$ cat src/rtl/rar_pkg.sv
package rar_pkg;

  localparam int VALUE_BITS = 16;
  localparam int OUT_BITS   = 2 * VALUE_BITS + 1;
  localparam int PROD_BITS  = 2 * VALUE_BITS;
  localparam int CNT_BITS   = $clog2(OUT_BITS);

  typedef struct packed {
    logic [VALUE_BITS-1:0] first_num;
    logic [VALUE_BITS-1:0] first_den;
    logic [VALUE_BITS-1:0] second_num;
    logic [VALUE_BITS-1:0] second_den;
  } in_t;

  typedef struct packed {
    logic [OUT_BITS-1:0] mid_num;
    logic [OUT_BITS-1:0] mid_den;
  } out_t;

  typedef struct packed {
    logic                start;
    logic [OUT_BITS-1:0] dividend;
    logic [OUT_BITS-1:0] divisor;
  } div_req_t;

  typedef struct packed {
    logic                done;
    logic [OUT_BITS-1:0] quotient;
    logic [OUT_BITS-1:0] remainder;
  } div_rsp_t;

  typedef enum logic [3:0] {
    ST_IDLE,
    ST_MUL_AD,
    ST_MUL_CB,
    ST_MUL_BD,
    ST_GCD_START,
    ST_GCD_WAIT,
    ST_QNUM_START,
    ST_QNUM_WAIT,
    ST_QDEN_START,
    ST_QDEN_WAIT,
    ST_FIN
  } state_t;

endpackage

$ cat src/rtl/rar_div.sv
module rar_div import rar_pkg::*; (
  input  logic     clk,
  input  logic     rst_n,
  input  div_req_t req,
  output div_rsp_t rsp
);

  // restoring divider, one quotient bit per cycle
  logic                busy_r, busy_nxt;
  logic                done_r, done_nxt;
  logic [CNT_BITS-1:0] cnt_r, cnt_nxt;
  logic [OUT_BITS-1:0] rem_r, rem_nxt;
  logic [OUT_BITS-1:0] quo_r, quo_nxt;
  logic [OUT_BITS-1:0] dsr_r, dsr_nxt;
  logic [OUT_BITS:0]   shifted;
  logic [OUT_BITS:0]   diff;

  assign shifted = {rem_r, quo_r[OUT_BITS-1]};
  assign diff    = shifted - {1'b0, dsr_r};

  always_comb begin
    busy_nxt = busy_r;
    done_nxt = 1'b0;
    cnt_nxt  = cnt_r;
    rem_nxt  = rem_r;
    quo_nxt  = quo_r;
    dsr_nxt  = dsr_r;
    if (req.start) begin
      busy_nxt = 1'b1;
      cnt_nxt  = '0;
      rem_nxt  = '0;
      quo_nxt  = req.dividend;
      dsr_nxt  = req.divisor;
    end else if (busy_r) begin
      if (diff[OUT_BITS]) begin
        rem_nxt = shifted[OUT_BITS-1:0];
      end else begin
        rem_nxt = diff[OUT_BITS-1:0];
      end
      quo_nxt = {quo_r[OUT_BITS-2:0], ~diff[OUT_BITS]};
      cnt_nxt = cnt_r + 1'b1;
      if (cnt_r == CNT_BITS'(OUT_BITS - 1)) begin
        busy_nxt = 1'b0;
        done_nxt = 1'b1;
      end
    end
  end

  always_ff @(posedge clk) begin
    if (!rst_n) begin
      busy_r <= 1'b0;
      done_r <= 1'b0;
      cnt_r  <= '0;
    end else begin
      busy_r <= busy_nxt;
      done_r <= done_nxt;
      cnt_r  <= cnt_nxt;
    end
    rem_r <= rem_nxt;
    quo_r <= quo_nxt;
    dsr_r <= dsr_nxt;
  end

  assign rsp.done      = done_r;
  assign rsp.quotient  = quo_r;
  assign rsp.remainder = rem_r;

endmodule

$ cat src/rtl/rational_average_reduce.sv
// channel | ports                          | beat carries
// --------+--------------------------------+-------------------------------------
// in      | in_valid, in_ready, in_data    | two rationals a/b and c/d, 16b each
// out     | out_valid, out_ready, out_data | reduced midpoint, 33b num and den
//
// steps: 3 multiply steps, then (E + 2) divisions on the shared bit-serial divider
//   (E = euclid remainder steps), then the handover in ST_FIN
// a zero denominator skips the divider and returns 0/0
// reset: rst_n low at a clock edge empties the block and drops out_valid
// stalls: a finished result sits in the output register; the next beat is
//   taken meanwhile and only waits at its end while the register is full
module rational_average_reduce import rar_pkg::*; (
  input  logic clk,
  input  logic rst_n,
  input  logic in_valid,
  output logic in_ready,
  input  in_t  in_data,
  output logic out_valid,
  input  logic out_ready,
  output out_t out_data
);

  state_t              state_r, state_nxt;
  in_t                 op_r, op_nxt;
  // midpoint before reduction
  logic [OUT_BITS-1:0] num_r, num_nxt;
  logic [OUT_BITS-1:0] den_r, den_nxt;
  // euclid pair, q_r ends up holding the gcd
  logic [OUT_BITS-1:0] p_r, p_nxt;
  logic [OUT_BITS-1:0] q_r, q_nxt;
  logic [OUT_BITS-1:0] rnum_r, rnum_nxt;
  logic [OUT_BITS-1:0] rden_r, rden_nxt;
  logic                out_valid_r, out_valid_nxt;
  out_t                out_data_r, out_data_nxt;

  // one shared 16x16 multiplier
  logic [VALUE_BITS-1:0] mul_a, mul_b;
  logic [PROD_BITS-1:0]  mul_out;

  div_req_t div_req;
  div_rsp_t div_rsp;

  rar_div u_div (
    .clk  (clk),
    .rst_n(rst_n),
    .req  (div_req),
    .rsp  (div_rsp)
  );

  assign mul_out = mul_a * mul_b;

  always_comb begin
    case (state_r)
      ST_MUL_CB: begin
        mul_a = op_r.second_num;
        mul_b = op_r.first_den;
      end
      ST_MUL_BD: begin
        mul_a = op_r.first_den;
        mul_b = op_r.second_den;
      end
      default: begin
        mul_a = op_r.first_num;
        mul_b = op_r.second_den;
      end
    endcase
  end

  always_comb begin
    state_nxt     = state_r;
    op_nxt        = op_r;
    num_nxt       = num_r;
    den_nxt       = den_r;
    p_nxt         = p_r;
    q_nxt         = q_r;
    rnum_nxt      = rnum_r;
    rden_nxt      = rden_r;
    out_valid_nxt = out_valid_r;
    out_data_nxt  = out_data_r;
    div_req       = '0;
    in_ready      = (state_r == ST_IDLE);

    if (out_valid_r && out_ready) begin
      out_valid_nxt = 1'b0;
    end

    case (state_r)
      ST_IDLE: begin
        if (in_valid) begin
          op_nxt    = in_data;
          state_nxt = ST_MUL_AD;
        end
      end
      ST_MUL_AD: begin
        num_nxt   = OUT_BITS'(mul_out);
        state_nxt = ST_MUL_CB;
      end
      ST_MUL_CB: begin
        num_nxt   = num_r + OUT_BITS'(mul_out);
        state_nxt = ST_MUL_BD;
      end
      ST_MUL_BD: begin
        den_nxt = {mul_out, 1'b0};
        p_nxt   = num_r;
        q_nxt   = {mul_out, 1'b0};
        if (mul_out == '0) begin
          // undefined midpoint, flagged as 0/0
          rnum_nxt  = '0;
          rden_nxt  = '0;
          state_nxt = ST_FIN;
        end else begin
          state_nxt = ST_GCD_START;
        end
      end
      ST_GCD_START: begin
        if (p_r == '0) begin
          state_nxt = ST_QNUM_START;
        end else begin
          div_req.start    = 1'b1;
          div_req.dividend = q_r;
          div_req.divisor  = p_r;
          state_nxt        = ST_GCD_WAIT;
        end
      end
      ST_GCD_WAIT: begin
        if (div_rsp.done) begin
          q_nxt     = p_r;
          p_nxt     = div_rsp.remainder;
          state_nxt = ST_GCD_START;
        end
      end
      ST_QNUM_START: begin
        div_req.start    = 1'b1;
        div_req.dividend = num_r;
        div_req.divisor  = q_r;
        state_nxt        = ST_QNUM_WAIT;
      end
      ST_QNUM_WAIT: begin
        if (div_rsp.done) begin
          rnum_nxt  = div_rsp.quotient;
          state_nxt = ST_QDEN_START;
        end
      end
      ST_QDEN_START: begin
        div_req.start    = 1'b1;
        div_req.dividend = den_r;
        div_req.divisor  = q_r;
        state_nxt        = ST_QDEN_WAIT;
      end
      ST_QDEN_WAIT: begin
        if (div_rsp.done) begin
          rden_nxt  = div_rsp.quotient;
          state_nxt = ST_FIN;
        end
      end
      ST_FIN: begin
        // hand over once the output register is free
        if (!out_valid_r || out_ready) begin
          out_valid_nxt        = 1'b1;
          out_data_nxt.mid_num = rnum_r;
          out_data_nxt.mid_den = rden_r;
          state_nxt            = ST_IDLE;
        end
      end
      default: begin
        state_nxt = ST_IDLE;
      end
    endcase
  end

  always_ff @(posedge clk) begin
    if (!rst_n) begin
      state_r     <= ST_IDLE;
      out_valid_r <= 1'b0;
    end else begin
      state_r     <= state_nxt;
      out_valid_r <= out_valid_nxt;
    end
    op_r       <= op_nxt;
    num_r      <= num_nxt;
    den_r      <= den_nxt;
    p_r        <= p_nxt;
    q_r        <= q_nxt;
    rnum_r     <= rnum_nxt;
    rden_r     <= rden_nxt;
    out_data_r <= out_data_nxt;
  end

  assign out_valid = out_valid_r;
  assign out_data  = out_data_r;

  // divider is never started with a zero divisor
  a_div_nonzero: assert property (@(posedge clk) disable iff (!rst_n)
    div_req.start |-> (div_req.divisor != '0))
    else $error("divider started with zero divisor");

  // divider only reports back while the sequencer is waiting on it
  a_div_done_wait: assert property (@(posedge clk) disable iff (!rst_n)
    div_rsp.done |-> (state_r == ST_GCD_WAIT || state_r == ST_QNUM_WAIT ||
                      state_r == ST_QDEN_WAIT))
    else $error("divider done outside a wait state");

  // the gcd divides the numerator exactly
  a_gcd_exact: assert property (@(posedge clk) disable iff (!rst_n)
    (div_rsp.done && state_r == ST_QNUM_WAIT) |-> (div_rsp.remainder == '0))
    else $error("gcd does not divide numerator");

  // a zero denominator only ever comes with a zero numerator
  a_err_pair: assert property (@(posedge clk) disable iff (!rst_n)
    (out_valid && out_data.mid_den == '0) |-> (out_data.mid_num == '0))
    else $error("zero denominator with nonzero numerator");

endmodule
$ cat config.mk
export PLATFORM = sky130hd
export DESIGN_NAME = rational_average_reduce
export DESIGN_NICKNAME = d
export VERILOG_FILES = /design/src/rtl/rar_pkg.sv /design/src/rtl/rar_div.sv /design/src/rtl/rational_average_reduce.sv
export SDC_FILE = /design/constraint.sdc
export NUM_CORES = 1
export LEC_CHECK = 0
export CORE_MARGIN = 3
export CORE_UTILIZATION = 49
export CTS_BUF_LIST = sky130_fd_sc_hd__clkbuf_4 sky130_fd_sc_hd__clkbuf_8
export DETAILED_ROUTE_END_ITERATION = 8
export DONT_BUFFER_PORTS = 1
export PLACE_DENSITY = 0.68
export REMOVE_ABC_BUFFERS = 1
export SETUP_SLACK_MARGIN = 0.1
export SLEW_MARGIN = 20
export SYNTH_ARGS = -nofsm -noshare
export SYNTH_HDL_FRONTEND = slang
export SYNTH_SLANG_ARGS = --single-unit
$ cat constraint.sdc
create_clock -name clk -period 12.6 [get_ports clk]
set_input_delay 1.89 -clock clk [delete_from_list [all_inputs] [get_ports clk]]
set_output_delay 1.89 -clock clk [all_outputs]
set_load 0.005 [all_outputs]
==> results of run 1 <==
==> cell usage in the layout, fill, tap and decap left out, types with 5 or more instances in the layout <==
cell type	instances
a211oi_1	23
a22o_1	33
dfxtp_1	44
edfxtp_1	393
or3_1	7
a221o_1	32
a211o_1	5
o31ai_1	10
inv_1	323
a31oi_1	12
o21ai_0	151
fa_1	196
nor3_1	39
o211ai_1	8
ha_1	171
nand4_1	16
and2_1	72
xnor2_1	41
nand3_1	37
clkbuf_8	81
and3_1	13
nor2_1	218
xor2_1	29
buf_4	34
clkbuf_4	21
mux2_2	53
nand2b_1	26
a21boi_0	9
nor4_1	17
o21bai_1	8
a2111oi_0	5
a21o_1	48
a21oi_1	119
o21a_1	18
clkinv_2	11
clkinv_1	11
nand2_1	351
nor2b_1	11
mux2i_1	62
or2_2	10
==> worst max-delay path: cells and delay by family, from the launching register on <==
| kind | cells | cell delay, ps |
|---|---|---|
| buffers and inverters | 5 | 590 |
| muxes | 1 | 820 |
| and+or+nand+nor | 5 | 1320 |
| adders and majority gates | 8 | 3770 |
| AOI/OAI and AO/OA | 10 | 3110 |
| xor gates and xnor gates | 1 | 150 |
| DFF | 1 | 670 |
==> registers in the layout (all words and copies together), names as in the netlist <==
| register | flops |
|---|---|
| out_valid | 1 |
| q_r | 33 |
| rnum_r | 33 |
| num_r | 33 |
| u_div.quo_r | 33 |
| op_r | 64 |
| u_div.busy_r | 1 |
| state_r | 4 |
| u_div.done_r | 1 |
| u_div.dsr_r | 33 |
| rden_r | 33 |
| den_r | 32 |
| out_data | 66 |
| u_div.rem_r | 33 |
| u_div.cnt_r | 6 |
| p_r | 33 |
==> final cells by class <==
cell class | count | area share, %
Tap cell | 773 | 3.00
Clock inverter | 34 | 0.797
Sequential cell | 439 | 39.5
Antenna cell | 1 | 0.00777
Clock buffer | 102 | 3.95
Timing Repair Buffer | 35 | 0.855
Multi-Input combinational cell | 1940 | 48.1
Inverter | 323 | 3.77
==> cell usage after synthesis, drive strengths merged, types with 26 or more instances <==
master / instances / area share (%)
clkbuf: 101 / 1.3
mux2i: 63 / 2.1
a22o: 33 / 0.97
xnor2: 41 / 1.2
nand3: 37 / 0.62
fa: 196 / 13
nand2: 351 / 4.4
ha: 171 / 7.2
a21oi: 123 / 2.1
inv: 323 / 4.1
o21ai: 156 / 2.6
a21o: 50 / 1.3
and2: 73 / 1.5
nand2b: 26 / 0.55
edfxtp: 393 / 40
xor2: 29 / 0.85
a221o: 32 / 1.1
mux2: 53 / 2.0
nor2: 225 / 2.8
dfxtp: 46 / 3.1
nor3: 40 / 0.67
==> through the flow <==
step / worst slack (ps) / area [um2]
after floorplan: -3340 / 29300
after global placement: 2110 / 30700
after detailed placement: 2040 / 30700
after CTS: 1960 / 32200
after global routing: 1370 / 32200
final: 1820 / 32200
==> metal layers <==
metal / up-vias / GRT usage, % / share of wire, %
met5: - / 0 / 0
li1: 9791 / - / -
met4: 0 / 7.70 / 3.1
met3: 141 / 3.05 / 5.2
met1: 10100 / 31.1 / 43
met2: 710 / 40.0 / 48
==> kinds of logic (layout without fill, tap and decap cells) <==
kind of cell / count (synthesis) / in the layout / synth area share, %
AOI/OAI and AO/OA: 538 / 538 / 12.1
muxes: 116 / 116 / 4.13
buffers and inverters: 437 / 494 / 5.59
adders and majority gates: 367 / 367 / 20.4
other: 0 / 1 / 0
DFF: 439 / 439 / 42.8
and+or+nand+nor: 849 / 849 / 13.0
xor gates and xnor gates: 70 / 70 / 2.06
==> worst max path at each step <==
stage | start | to | slack [ps] | depth (start not counted)
floorplan | state_r[0] | rnum_r[0] | -3340 | 23
global placement | state_r[1] | num_r[32] | 2110 | 33
detailed placement | state_r[1] | num_r[32] | 2040 | 33
CTS | state_r[1] | num_r[31] | 1960 | 30
global route | state_r[1] | num_r[32] | 1370 | 33
finish | state_r[1] | num_r[31] | 1820 | 30
==> flow_summary.ini, run 1 <==
[run_status]
outcome = finished, final reports clean

[setup_path]
max_stage_delay_ps = 860
crit_top_cell = fa_1
r2r-end = num_r[31]
r2r_slack_ps = 1820
crit_slowest_cell = nor4b_2
crit_path_start_kind = flip-flop
reg2reg_from = state_r[1]
worstPathMaxFanout = 56
required_ps = 12930
cp.arrival_ps = 11110
critical_path_class = reg2reg
rr_worst_depth = 30
cp-end-kind = flip-flop

[min_path]
hold_start = rnum_r[17]
worstHoldEndpoint = out_data[50]
min_path_cells = 0
hp-class = reg2reg

[detailed_routing]
detail-route-antenna-nets = 0
drt_iter0_drc = 1391
via_per_inst = 5.70
vias = 20800
finalWirelength_mm = 74.1
wl_per_cell_um = 20.3
drc = 0
dr.pass1.iters = 5

[layout]
regArea_um2 = 12700
fin_util_pct = 54.0
fin_nets = 3250
drive_above_1_share_pct = 9.29
syn_to_final_growth_pct = 8.20
multi_input_area_um2 = 15500
fillers = 5112
instances_no_fill = 3647

[synth]
yosys_warnings = 0
yosysUniqueCellTypes = 87
syn_inst = 2816
synth_edf_count = 393
seq_area_frac_synth_pct = 42.8
async_reset_ff_share_pct = 0
ys_ff_latch = 439
synthFlopType = edfxtp_1
synth.avg_cell_area_um2 = 10.6
synth_area_um2 = 29800

[sta]
fin_tns_setup_ps = 0
fin_crit_sh_pct = 85.6
finalHoldViolations = 0
clock_skew_ps = 41.2
rsz0062_at_grt = false
setup_viol = 0
post-route-min-period_ps = 10780
timing.fmax_mhz = 92.7
hold_slack_ps = 414
max_slew_margin_pct = 33.2
worstMarginPinSlew_ps = 1000
drv_slew = 0

[cts]
cts_htree_levels = 3
cts_setup_buffers = 0
cts_resized = 0
cts_sinks = 439
root_buffer = clkbuf_8
path_clk_slew_ps = 60
insertion_delay_ps = 660
cts_buffers = 76
cts_buffer_depth = 3
cts_tree = done
cts-hold-fix-buffers = 0

[place]
gp_congestion = 0.971
placement.io_buffers = 0
dpl.cell_count = 3510
dp_hpwl_mm = 56.1

[grt]
grt_pass1_wl_mm = 117
first_global_vias = 20900
antenna_found_initial = 1
grt_usage_pct = 23.4
grt_max_degree = 98
grt_overflow = 0

[die]
start_util_pct = 49.9
dieArea_um2 = 63700
design.portCount = 136
rows = 89
die_x_um = 252
fp.dieH_um = 252
core_region_area_um2 = 59600

[job]
drv_cap = 0
Power of run 1 is left out: the tool's default activity adds up to more than one toggle a clock period on the data nets, which glitch-free logic cannot reach.
==> run 2, diff against run 1 <==
--- a/config.mk
+++ b/config.mk
@@ -5,6 +5,7 @@
 export SDC_FILE = /design/constraint.sdc
 export NUM_CORES = 1
 export LEC_CHECK = 0
+export ABC_AREA = 1
 export CORE_MARGIN = 3
 export CORE_UTILIZATION = 49
 export CTS_BUF_LIST = sky130_fd_sc_hd__clkbuf_4 sky130_fd_sc_hd__clkbuf_8
==> flow_summary.ini, run 2 <==
[run_status]
outcome = finished, final reports clean

[sta]
fin_crit_sh_pct = 77.7
clock_skew_ps = 38.3
max_slew_margin_pct = 29.9
setup_viol = 0
post-route-min-period_ps = 9790
timing.fmax_mhz = 102
rsz0062_at_grt = false
finalHoldViolations = 0
drv_slew = 0
worstMarginPinSlew_ps = 1050
fin_tns_setup_ps = 0

[setup_path]
cp_top_family = adder cells
critical_path_class = reg2reg
cp.arrival_ps = 10200
r2r-end = num_r[29]
required_ps = 13020
rr_worst_depth = 33
reg2reg_from = state_r[2]
max_stage_delay_ps = 610
crit_path_start_kind = flip-flop
r2r_slack_ps = 2810
cp-end-kind = flip-flop
crit_slowest_cell = clkinv_1
worstPathMaxFanout = 14
crit_buf_inv = 7

[synth]
synth_top_cell_area_share_pct = 39.2
synth_top_family_by_area = adder cells
synth_mux_area_share_pct = 0
synthSimpleGateAreaFrac_pct = 17.0
syn_inst = 3352
synth_area_leaders = edfxtp_1 (39%), fa_1 (13%), nand2_1 (9.9%)
yosysTopAreaCell = edfxtp_1
yosys_warnings = 0
synth_compound_area_share_pct = 9.66
synth-xor-area-share_pct = 1.45
async_reset_ff_share_pct = 0
yosysUniqueCellTypes = 54
synthFlopType = edfxtp_1
synthTopCellsByCount = nand2_1 (794), inv_1 (651), edfxtp_1 (393)
synth.avg_cell_area_um2 = 8.98
ys_ff_latch = 439
synthAdderAreaFrac_pct = 20.1
yosysMostFrequentCell = nand2_1
synth_edf_count = 393
seq_area_frac_synth_pct = 42.3
synth_area_um2 = 30100

[place]
gp_congestion = 0.960
placement.io_buffers = 0
dp_hpwl_mm = 61.7

[cts]
cts_setup_buffers = 0
insertion_delay_ps = 670
cts_sinks = 439
cts_buffers = 73
root_buffer = clkbuf_8
cts-hold-fix-buffers = 0
cts_resized = 0
cts_htree_levels = 3
cts_buffer_depth = 3
cts_tree = done
path_clk_slew_ps = 60

[detailed_routing]
wl_per_cell_um = 19.1
dr.pass1.iters = 5
drc = 0
detail-route-antenna-nets = 0
vias = 22400
via_per_inst = 5.32
drt_iter0_drc = 1614
finalWirelength_mm = 80.4

[grt]
grt_max_degree = 79
grt_pass1_wl_mm = 124
antenna_found_initial = 2
grt_overflow = 0
grt_usage_pct = 25.1
first_global_vias = 22400

[die]
fp.dieH_um = 254
rows = 90
dieArea_um2 = 64400
design.portCount = 136
die_x_um = 254
start_util_pct = 49.7
core_region_area_um2 = 60600

[min_path]
hp-class = reg2reg
hold_start = rnum_r[16]
worstHoldEndpoint = out_data[49]
min_path_cells = 0

[job]
drv_cap = 0

[layout]
fin_nets = 3809
final_common_cell = nand2_1
final_cell_mix = nand2_1 (793), inv_1 (650), edfxtp_1 (393)
fillers = 5588
largest_register_ffs = 66
syn_to_final_growth_pct = 8.24
drive_above_1_share_pct = 6.93
[run 2: cells by family (layout without fill, tap and decap cells)]
logic type,Yosys count,in the layout
xor+xnor,48,48
buf+inv,751,831
compound gates,494,494
flops,439,439
fa+ha+maj,367,367
simple gates,1253,1253
other cells,0,3
[run 2: per-stage QoR]
| step | setup WS, ps | area, um2 | hold WS (ps) | util [%] | instances |
|---|---|---|---|---|---|
| after floorplan | 3810 | 29700 | 400 | - | 3265 |
| after global placement | 2870 | 31000 | 400 | 51.2 | 4080 |
| after detailed placement | 2830 | 31000 | 405 | 51.2 | 4080 |
| after CTS | 2860 | 32500 | 396 | 53.7 | 4213 |
| after global routing | 2150 | 32600 | 395 | 53.8 | 4216 |
| final | 2810 | 32600 | 397 | 53.8 | 4217 |
[run 2: worst max path at each step]
stage / startpoint / endpoint / slack, ps / cells past startpoint
global route: state_r[2] / num_r[31] / 2150 / 35
global placement: state_r[2] / num_r[29] / 2870 / 33
detailed placement: state_r[2] / num_r[28] / 2830 / 33
floorplan: state_r[0] / rden_r[0] / 3810 / 27
CTS: state_r[2] / num_r[28] / 2860 / 33
finish: state_r[2] / num_r[29] / 2810 / 33
[run 2: metal layers]
layer | vias up | GRT usage [%] | routed length [um]
met2 | 736 | 42.4 | 39100
li1 | 10900 | - | -
met3 | 178 | 3.83 | 4590
met1 | 10700 | 32.1 | 33200
met5 | - | 0 | 0
met4 | 0 | 11.1 | 3450
[run 2: area by class of cell]
class	instances	area [um2]	area share (%)
multi-input cells	2162	14600	44.8
flip-flops and latches	439	12700	39.0
inverters	664	2490	7.66
clock buffers	100	1210	3.72
well taps	782	978	3.00
clock inverters	33	307	0.941
repair buffers	34	275	0.845
diodes	3	7.51	0.0230
Power of run 2 is left out for the same reason.
